<file path="src/rtl/core/olist_pkg.sv">
// Package for the ordered tag list: request/result types, codes and sequencer states.
`timescale 1ns / 1ps
package olist_pkg;

	localparam int TAG_FIELD_W = 8;
	localparam int POS_FIELD_W = 6;
	localparam int LEN_FIELD_W = 5;

	typedef enum logic [1:0] {
		REQ_APPEND = 2'd0,
		REQ_REMOVE = 2'd1,
		REQ_MOVE   = 2'd2,
		REQ_READ   = 2'd3
	} req_kind_t;

	typedef enum logic [2:0] {
		ST_OK     = 3'd0,
		ST_FULL   = 3'd1,
		ST_EMPTY  = 3'd2,
		ST_BADPOS = 3'd3,
		ST_SAME   = 3'd4,
		ST_SINGLE = 3'd5
	} status_t;

	typedef struct packed {
		req_kind_t                req_type;
		logic [TAG_FIELD_W-1:0]   order_tag;
		logic [POS_FIELD_W-1:0]   position;
		logic [POS_FIELD_W-1:0]   new_position;
	} olist_req_t;

	typedef struct packed {
		status_t                  status;
		logic [LEN_FIELD_W-1:0]   list_length;
		logic [TAG_FIELD_W-1:0]   read_tag;
	} olist_rsp_t;

	typedef enum logic [3:0] {
		S_IDLE,
		S_EVAL,
		S_HOLD_RD,
		S_HOLD_WT,
		S_SH_RD,
		S_SH_WR,
		S_FIN_WR,
		S_TAG_RD,
		S_TAG_WT,
		S_RESP
	} seq_state_t;

endpackage

</file>
<file path="src/rtl/core/ordered_list_append_move_remove_top.sv">
// Top level of the ordered tag list: entry memory, shift sequencer and result port.
`timescale 1ns / 1ps
// Ordered tag list of up to DEPTH entries with append, remove, move and
// read-at-position requests (positions are 1-based). A transaction is taken
// on a clock edge with start high and busy low; busy then stays high until
// the result has been shown. The result sits on the result port for exactly
// one cycle, flagged by done, and the receiver cannot stall it: it must take
// it in that cycle. Every request gives one result: status, the list length
// after the request, and the tag read (zero except for a good read).
// After the done cycle the block returns to idle with busy low, and only
// there can the next transaction be taken.
// The cost is set by the entry memory, with one write port and a registered
// read port: closing or opening a gap moves one entry at a time (read, then
// write) through one index incrementer/decrementer and compare.
// Entries hold no reset value; only entries below the pre-request count are used.
module ordered_list_append_move_remove_top #(
	parameter int DEPTH     = 16,
	parameter int TAG_WIDTH = 8
) (
	input  logic                clk,
	input  logic                arst_n,
	input  logic                start,
	output logic                busy,
	input  olist_pkg::olist_req_t request,
	output logic                done,
	output olist_pkg::olist_rsp_t result
);
	import olist_pkg::*;

	localparam int IW   = (DEPTH > 1) ? $clog2(DEPTH) : 1;   // entry index
	localparam int CW   = $clog2(DEPTH + 1);                  // entry count
	localparam int CMPW = (CW > POS_FIELD_W) ? CW : POS_FIELD_W;

	// Entry memory: one write and one registered read per cycle.
	logic [TAG_WIDTH-1:0] mem [DEPTH];
	logic [TAG_WIDTH-1:0] rdata_q;
	logic                 we;
	logic [IW-1:0]        waddr;
	logic [IW-1:0]        raddr;
	logic [TAG_WIDTH-1:0] wdata;

	// Sequencer and datapath registers.
	seq_state_t           state_q, state_d;
	olist_req_t           req_q;
	logic [CW-1:0]        count_q, count_d;
	logic [IW-1:0]        cur_q, cur_d;      // entry being rewritten
	logic [IW-1:0]        last_q, last_d;    // where the walk stops
	logic                 up_q, up_d;        // walk toward the tail
	logic [TAG_WIDTH-1:0] held_q, held_d;    // entry lifted out by a move
	status_t              status_q, status_d;
	logic [TAG_WIDTH-1:0] rtag_q, rtag_d;

	// Request decode helpers.
	logic [CMPW-1:0]        cnt_ext, pos_ext, npos_ext;
	logic                   pos_ok, npos_ok;
	logic [POS_FIELD_W-1:0] pm1, npm1;
	logic [IW-1:0]          pidx, nidx, cur_nxt;
	logic [TAG_WIDTH-1:0]   tag_in;

	assign cnt_ext  = CMPW'(count_q);
	assign pos_ext  = CMPW'(req_q.position);
	assign npos_ext = CMPW'(req_q.new_position);
	assign pos_ok   = (req_q.position != '0) && (pos_ext <= cnt_ext);
	assign npos_ok  = (req_q.new_position != '0) && (npos_ext <= cnt_ext);
	assign pm1      = req_q.position - POS_FIELD_W'(1);
	assign npm1     = req_q.new_position - POS_FIELD_W'(1);
	assign pidx     = pm1[IW-1:0];
	assign nidx     = npm1[IW-1:0];
	assign cur_nxt  = up_q ? (cur_q + IW'(1)) : (cur_q - IW'(1));
	assign tag_in   = TAG_WIDTH'(req_q.order_tag);

	assign busy = (state_q != S_IDLE);
	assign done = (state_q == S_RESP);
	assign result.status      = status_q;
	assign result.list_length = LEN_FIELD_W'(count_q);
	// Result tag on the port is the low field bits of the stored tag.
	assign result.read_tag    = TAG_FIELD_W'(rtag_q);

	always_ff @(posedge clk) begin
		if (we) begin
			mem[waddr] <= wdata;
		end
		rdata_q <= mem[raddr];
	end

	always_ff @(posedge clk or negedge arst_n) begin
		if (!arst_n) begin
			state_q  <= S_IDLE;
			count_q  <= '0;
			status_q <= ST_OK;
			rtag_q   <= '0;
		end else begin
			state_q  <= state_d;
			count_q  <= count_d;
			status_q <= status_d;
			rtag_q   <= rtag_d;
		end
	end

	always_ff @(posedge clk) begin
		if (start && !busy) begin
			req_q <= request;
		end
		cur_q  <= cur_d;
		last_q <= last_d;
		up_q   <= up_d;
		held_q <= held_d;
	end

	always_comb begin
		state_d  = state_q;
		count_d  = count_q;
		cur_d    = cur_q;
		last_d   = last_q;
		up_d     = up_q;
		held_d   = held_q;
		status_d = status_q;
		rtag_d   = rtag_q;
		we       = 1'b0;
		waddr    = cur_q;
		wdata    = rdata_q;
		raddr    = cur_q;

		case (state_q)
			S_IDLE: begin
				if (start) begin
					state_d = S_EVAL;
				end
			end
			S_EVAL: begin
				rtag_d   = '0;
				status_d = ST_OK;
				state_d  = S_RESP;
				case (req_q.req_type)
					REQ_APPEND: begin
						if (count_q == CW'(DEPTH)) begin
							status_d = ST_FULL;
						end else begin
							we      = 1'b1;
							waddr   = count_q[IW-1:0];
							wdata   = tag_in;
							count_d = count_q + CW'(1);
						end
					end
					REQ_REMOVE: begin
						if (count_q == '0) begin
							status_d = ST_EMPTY;
						end else if (!pos_ok) begin
							status_d = ST_BADPOS;
						end else begin
							cur_d   = pidx;
							last_d  = IW'(count_q - CW'(1));
							up_d    = 1'b1;
							count_d = count_q - CW'(1);
							if (pidx != IW'(count_q - CW'(1))) begin
								state_d = S_SH_RD;
							end
						end
					end
					REQ_MOVE: begin
						if (count_q == '0) begin
							status_d = ST_EMPTY;
						end else if (count_q == CW'(1)) begin
							status_d = ST_SINGLE;
						end else if (!pos_ok || !npos_ok) begin
							status_d = ST_BADPOS;
						end else if (req_q.position == req_q.new_position) begin
							status_d = ST_SAME;
						end else begin
							cur_d   = pidx;
							last_d  = nidx;
							up_d    = (req_q.new_position > req_q.position);
							state_d = S_HOLD_RD;
						end
					end
					REQ_READ: begin
						if (count_q == '0) begin
							status_d = ST_EMPTY;
						end else if (!pos_ok) begin
							status_d = ST_BADPOS;
						end else begin
							state_d = S_TAG_RD;
						end
					end
					default: begin
						status_d = ST_OK;
					end
				endcase
			end
			S_HOLD_RD: begin
				raddr   = cur_q;
				state_d = S_HOLD_WT;
			end
			S_HOLD_WT: begin
				held_d  = rdata_q;
				state_d = S_SH_RD;
			end
			S_SH_RD: begin
				raddr   = cur_nxt;
				state_d = S_SH_WR;
			end
			S_SH_WR: begin
				// neighbor slides into the current slot
				we    = 1'b1;
				waddr = cur_q;
				wdata = rdata_q;
				cur_d = cur_nxt;
				if (cur_nxt != last_q) begin
					state_d = S_SH_RD;
				end else if (req_q.req_type == REQ_MOVE) begin
					state_d = S_FIN_WR;
				end else begin
					state_d = S_RESP;
				end
			end
			S_FIN_WR: begin
				we      = 1'b1;
				waddr   = cur_q;
				wdata   = held_q;
				state_d = S_RESP;
			end
			S_TAG_RD: begin
				raddr   = pidx;
				state_d = S_TAG_WT;
			end
			S_TAG_WT: begin
				rtag_d  = rdata_q;
				state_d = S_RESP;
			end
			S_RESP: begin
				state_d = S_IDLE;
			end
			default: begin
				state_d = S_IDLE;
			end
		endcase
	end

endmodule
</file>
<file path="config.mk">
export PLATFORM = sky130hd
export DESIGN_NAME = ordered_list_append_move_remove_top
export DESIGN_NICKNAME = d
export VERILOG_FILES = /design/src/rtl/core/olist_pkg.sv /design/src/rtl/core/ordered_list_append_move_remove_top.sv
export SDC_FILE = /design/constraint.sdc
export NUM_CORES = 1
export LEC_CHECK = 0
export ABC_AREA = 0
export BUFFER_PORTS_ARGS = -buffer_cell sky130_fd_sc_hd__buf_2
export CAP_MARGIN = 20
export CORE_UTILIZATION = 46
export DETAILED_ROUTE_END_ITERATION = 10
export GPL_ROUTABILITY_DRIVEN = 0
export MAX_ROUTING_LAYER = met4
export RECOVER_POWER = 50
export SLEW_MARGIN = 20
export SYNTH_ARGS = -nofsm -noshare
export SYNTH_HDL_FRONTEND = slang
export SYNTH_SLANG_ARGS = --single-unit
</file>
<file path="constraint.sdc">
create_clock -name clk -period 7.08 [get_ports clk]
set_clock_uncertainty 0.1 [all_clocks]
set_input_delay 0.708 -clock clk [delete_from_list [all_inputs] [get_ports clk]]
set_output_delay 0.708 -clock clk [all_outputs]
set_load 0.05 [all_outputs]
</file>
Word-level counts from Yosys, hierarchy flattened
Memories as Yosys holds them, arrays and structs flattened. A register that Yosys moved wholly into a read port is not among the register bits.
Index checks and enable logic that the tools add are counted.
{ "totals": {"regBits": 59, "ramBits": 128, "input_bits": 25, "wordCells": 139, "memories": 1} }
{ "mem_list": {"columns": ["memory", "words", "word_bits", "rd", "rd_clocked_by_memory_dff", "wr", "line", "text"], "rows": [
  ["mem", 16, 8, 1, 1, 1, "ordered_list_append_move_remove_top.sv:35", "logic [TAG_WIDTH-1:0] mem [DEPTH];"]
]} }
{ "op_classes": {"n_addsub": 6, "n_lt_le_gt_ge": 3, "eq_ne": 32, "n_mux": 62, "n_reduce_logical": 23} }
{ "ops": {"columns": ["operator", "count"], "rows": [
  ["4-bit 2-to-1 mux", 28],
  ["4-bit case mux with 2 select lines", 4],
  ["4-bit case mux with 8 select lines", 1],
  ["8-bit case mux with 2 select lines", 2],
  ["3-bit inequality test (second input constant)", 6],
  ["4-bit by 3-bit == test with 1-bit output (second input constant)", 4],
  ["8-bit 2-to-1 mux", 2],
  ["2-bit inequality test (second input constant)", 8],
  ["8-bit AND reduction", 2],
  ["3-bit 2-to-1 mux", 5],
  ["5-bit 2-to-1 mux", 3],
  ["6-bit by 5-bit less-or-equal comparator with 1-bit output", 2],
  ["4-bit case mux with 3 select lines", 1],
  ["6-bit nonzero test", 2],
  ["4-bit by 1-bit subtractor with 4-bit output (second input constant)", 3],
  ["1-bit 2-to-1 mux", 11],
  ["5-bit case mux with 2 select lines", 1],
  ["3-bit case mux with 3 select lines", 1],
  ["4-bit by 2-bit == test with 1-bit output (second input constant)", 2],
  ["4-bit == test (second input constant)", 2],
  ["4-bit inequality test", 2],
  ["2-bit nonzero test", 4],
  ["6-bit == test", 1],
  ["6-bit > comparator", 1],
  ["20 further kinds", 28]
]} }

Longest topological paths before layout
{ "depth": {"word_depth": 9, "mapped_depth": 11, "mapped_depth_nobuf": 9} }

Worst setup path after synthesis
Ideal clock, no wire load.
{ "synth_timing": {"path_type": "reg2reg", "from": "reg count_q[0]", "to": "mem mem[13][0], enable pin", "setup_ps": 371, "arrival_ps": 2692, "slack_ps": 3917, "stages_incl_launch_ff": 9, "path_buffers": 2, "path_cell_list": "dfrtp_1 inv_1 ha_1 and2_1 buf_2 a2111oi_4 buf_2 a31oi_2 nor2_1"} }
{ "synth_via": {"elab_chain_cells": 6} }
{ "synth_rtl": {"columns": ["element", "line", "text"], "rows": [
  ["start, declared", "ordered_list_append_move_remove_top.sv:45", "logic [CW-1:0] count_q, count_d;"],
  ["start signal, assigned", "ordered_list_append_move_remove_top.sv:94", "count_q <= count_d;"],
  ["5-bit == test", "ordered_list_append_move_remove_top.sv:136", "if (count_q == CW'(DEPTH)) begin"],
  ["1-bit 2-to-1 mux", "ordered_list_append_move_remove_top.sv:136", null],
  ["1-bit 2-to-1 mux", "ordered_list_append_move_remove_top.sv:134", "case (req_q.req_type)"],
  ["1-bit case mux with 2 select lines", "ordered_list_append_move_remove_top.sv:124", "case (state_q)"],
  ["1-bit 2-to-1 mux", "ordered_list_append_move_remove_top.sv:80", "if (we) begin"],
  ["1-bit 2-to-1 mux (not written as such)", "ordered_list_append_move_remove_top.sv:81", "mem[waddr] <= wdata;"],
  ["end, declared", "ordered_list_append_move_remove_top.sv:35", null]
]} }
Several ways; a longest one is shown, not always the timed one.

Worst setup path after layout
{ "layout_timing": {"from": "reg count_q[0]", "to": "mem mem[2][5], enable pin"} }
The elaborated chain is that of the path after synthesis.

==> metrics.txt <==
path class of the lowest-slack min-delay path in2reg; via count of the first global-routing pass 5,528; clock transition at the registers of the reported paths 70 ps; hold buffer count at cts 0; port buffer count 42; Total GRT Usage 0.233; first-pass GRT wire length 32,600 microns; Post-Synthesis Cell Area 0.00889 sq mm; Final setup violation count 0; post-cts gate resize count 0; cell area after layout 0.00981 sq mm; DR WL/cell 22.4 microns; number of buffers created by CTS 17; setup repair after global routing missed its margin false; fraction of registers with async set/reset 0.103; share of post-route cells with drive strength above 1 0.0981; full die area 0.0199 sq mm; post-layout min period 4480 ps; CTS tree built; Leakage Power 3.66 nW; setup slack at placement 3570 ps; summed negative setup slack over all endpoints 0 ps; count of final hold-check violations 0; Req. time, crit path 7030 ps; antenna viol nets, final 0; setup ws final 2600 ps; remaining max-slew budget at the tightest pin 0.109; Die Ht 141 microns; critical path's slowest cell clkbuf_1; largest net degree at the start of global routing 65; final WL 21,300 microns; chain of cells forming the critical path inv_1 -> ha_1 -> and2_0 -> a2111oi_0 -> clkbuf_1 -> a32oi_1 -> nor2_1; overall overflow remaining after global route 0; net count after synthesis 691; total cell area at the placement stage 0.00926 sq mm; number of DRC violations after detailed routing 0; Max-cap violations 0; area of the placeable core 0.0188 sq mm; transition time of the tightest slew-check pin 1340 ps; Post-Synthesis Mean Instance Area 13.8 sq um; count of antenna diodes in the layout 0; part of the total power dissipated in the clock network 0.237; Post-Synthesis Cells 642; sequential cell area fraction in the yosys report 0.639; vias after detailed routing 5,554; number of warnings printed during yosys synthesis 0; half-perimeter wire length after detailed placement 15,000 microns; ys flop type edfxtp_1; final-report max-slew violation count 0; starting density of the core 0.472; power per unit of standard cell area 433 mW/mm^2; Int Power 2.59 mW; largest fanout on the critical path 21; Net Sw Frac 0.390; switching power 1.65 mW; htree depth 4; maximum achievable frequency 223 MHz; type of the worst setup path reg2reg; relative area change from synthesis to final layout 10.4%; Critical Path End Type register; flops & latches, synth 195; sink count of the clock tree 195; Largest stage delay, worst path 840 ps; IR Drop Worst-Case VDD 0.304 mV; number of distinct library cells after synthesis 64; count of flip-flops with a built-in enable after synthesis 167; CTS Root Buffer Type clkbuf_16; final critical-path share of the clock period 0.633; critical path launch point type register; Pre-antenna DRT Iters 5; initial antenna violation count 0; share of total power in sequential cells 0.406; Final Power 4.25 mW; Worst EP arrival 4430 ps; post-placement cell count 922; via density per instance 5.83; clock insertion delay at the later pin of the skew report 440 ps; die extent in x 141 microns; post-route insts no fill 953; status finished clean; buffer depth of the longest clock path 2; total number of placement rows 50; Setup Buffers After CTS 0; total number of nets in the final design 730; Combinational Power Share 0.358; number of ports placed on the die boundary 43; DRC marker count from the first detailed-route iteration 505
-- state kept, by name, summed over array words and instances, names as in the netlist --
register and count:
mem 128, held_q 8, rdata_q 8, rtag_q 8, tag_in 8, npos_ext 6
pos_ext 6, count_q 5, cur_q 4, last_q 4, state_q 4, status_q 3
req_q 2, up_q 1
-- power groups by stage --
| stage | clock [mW] | sequential (mW) | combinational (mW) |
|---|---|---|---|
| after floorplan | 0 | 1.77 | 1.06 |
| after global placement | 0 | 1.74 | 1.52 |
| after detailed placement | 0 | 1.74 | 1.54 |
| after CTS | 1.02 | 1.72 | 1.54 |
| after global routing | 1.06 | 1.74 | 1.64 |
| final | 1.00 | 1.72 | 1.52 |
-- metrics by stage --
step	util	hold WS, ps
6_report	0.521	343
5_1_grt	0.521	329
4_1_cts	0.524	126
3_5_place_dp	0.491	381
3_3_place_gp	0.491	378
2_1_floorplan	-	312
-- placed cells by master, fill, tap and decap left out, types with 7 or more instances in the layout --
cell	count
a21oi_1	19
a22o_1	8
a22oi_1	41
buf_2	23
clkbuf_1	22
clkbuf_16	17
dfrtp_1	20
dfxtp_1	8
edfxtp_1	167
ha_1	23
inv_1	19
mux2i_1	76
nand2_1	60
nor2_1	47
nor2b_1	7
nor3_1	11
o21ai_0	10
xnor2_1	14
xor2_1	7
-- worst paths after layout --
check,from,endpoint,slack (ps),cells past startpoint
max in group asynchronous,arst_n,count_q[3],5800,1
min reg2reg,rtag_q[5],rtag_q[5],400,1
min in group asynchronous,arst_n,rtag_q[5],380,1
min,request[21],req_q[21],340,1
max reg2reg,count_q[0],mem[2][5],2600,7
max,count_q[0],mem[2][5],2600,7
-- cell type report --
type / instances / area [sq um]
Sequential cell: 195 / 5680
Clock inverter: 12 / 168
Tap cell: 260 / 325
Multi-Input combinational cell: 402 / 2920
Inverter: 20 / 75.1
Clock buffer: 19 / 443
Timing Repair Buffer: 45 / 201
Fill cell: 1610 / 9020
-- critical path, delay by kind of cell (launching register included) --
family	cells	cell delay, ps
buffers and inverters	2	1050
AO/OA/AOI/OAI	2	1020
AND/OR/NAND/NOR	2	980
flip-flops	1	660
adder cells (fa/ha/maj)	1	300
-- routing by layer --
| metal | vias to the layer above | GRT usage | wire length (microns) |
|---|---|---|---|
| met1 | 2816 | 0.298 | 9160 |
| met4 | 0 | 0.0549 | 212 |
| met3 | 22 | 0.0377 | 1090 |
| li1 | 2528 | - | - |
| met2 | 188 | 0.390 | 10800 |
| met5 | - | - | 0 |
-- kinds of logic (layout without fill, tap and decap cells) --
| family | count (synthesis) | count (layout) | synth area share |
|---|---|---|---|
| xor+xnor | 22 | 22 | 0.0232 |
| simple gates | 160 | 160 | 0.0850 |
| buf+inv | 45 | 96 | 0.0308 |
| flops | 195 | 195 | 0.639 |
| compound gates | 120 | 120 | 0.102 |
| mux | 76 | 76 | 0.0856 |
| fa+ha+maj | 24 | 24 | 0.0346 |
-- Yosys cell counts, types with 3 or more instances --
library cell  number  area [sq um]
xor2_1             7          61.3
o22ai_1            3          18.8
a21o_1             4          30.0
nor2b_1            7          43.8
nand3_1            4          20.0
ha_1              23           288
buf_2              6          30.0
inv_1             19          71.3
nand4_1            5          31.3
dfxtp_1            8           160
buf_8              3          45.0
a21oi_1           18          90.1
nand2_1           60           225
a31oi_1            5          31.3
a21oi_2            3          26.3
buf_6              5          56.3
xnor2_1           14           123
nor2_1            47           176
a22oi_1           41           308
a32oi_1            4          35.0
a22o_1             8          70.1
nand2b_1           5          31.3
o21ai_0            7          35.0
clkbuf_1           4          15.0
and3_1             4          25.0
o21ai_1            4          20.0
dfrtp_1           20           500
nor3_1            11          55.1
mux2i_1           76           761
edfxtp_1         167          5010
buf_4              7          52.6
No activity file was read; power rests on OpenSTA's default activity.
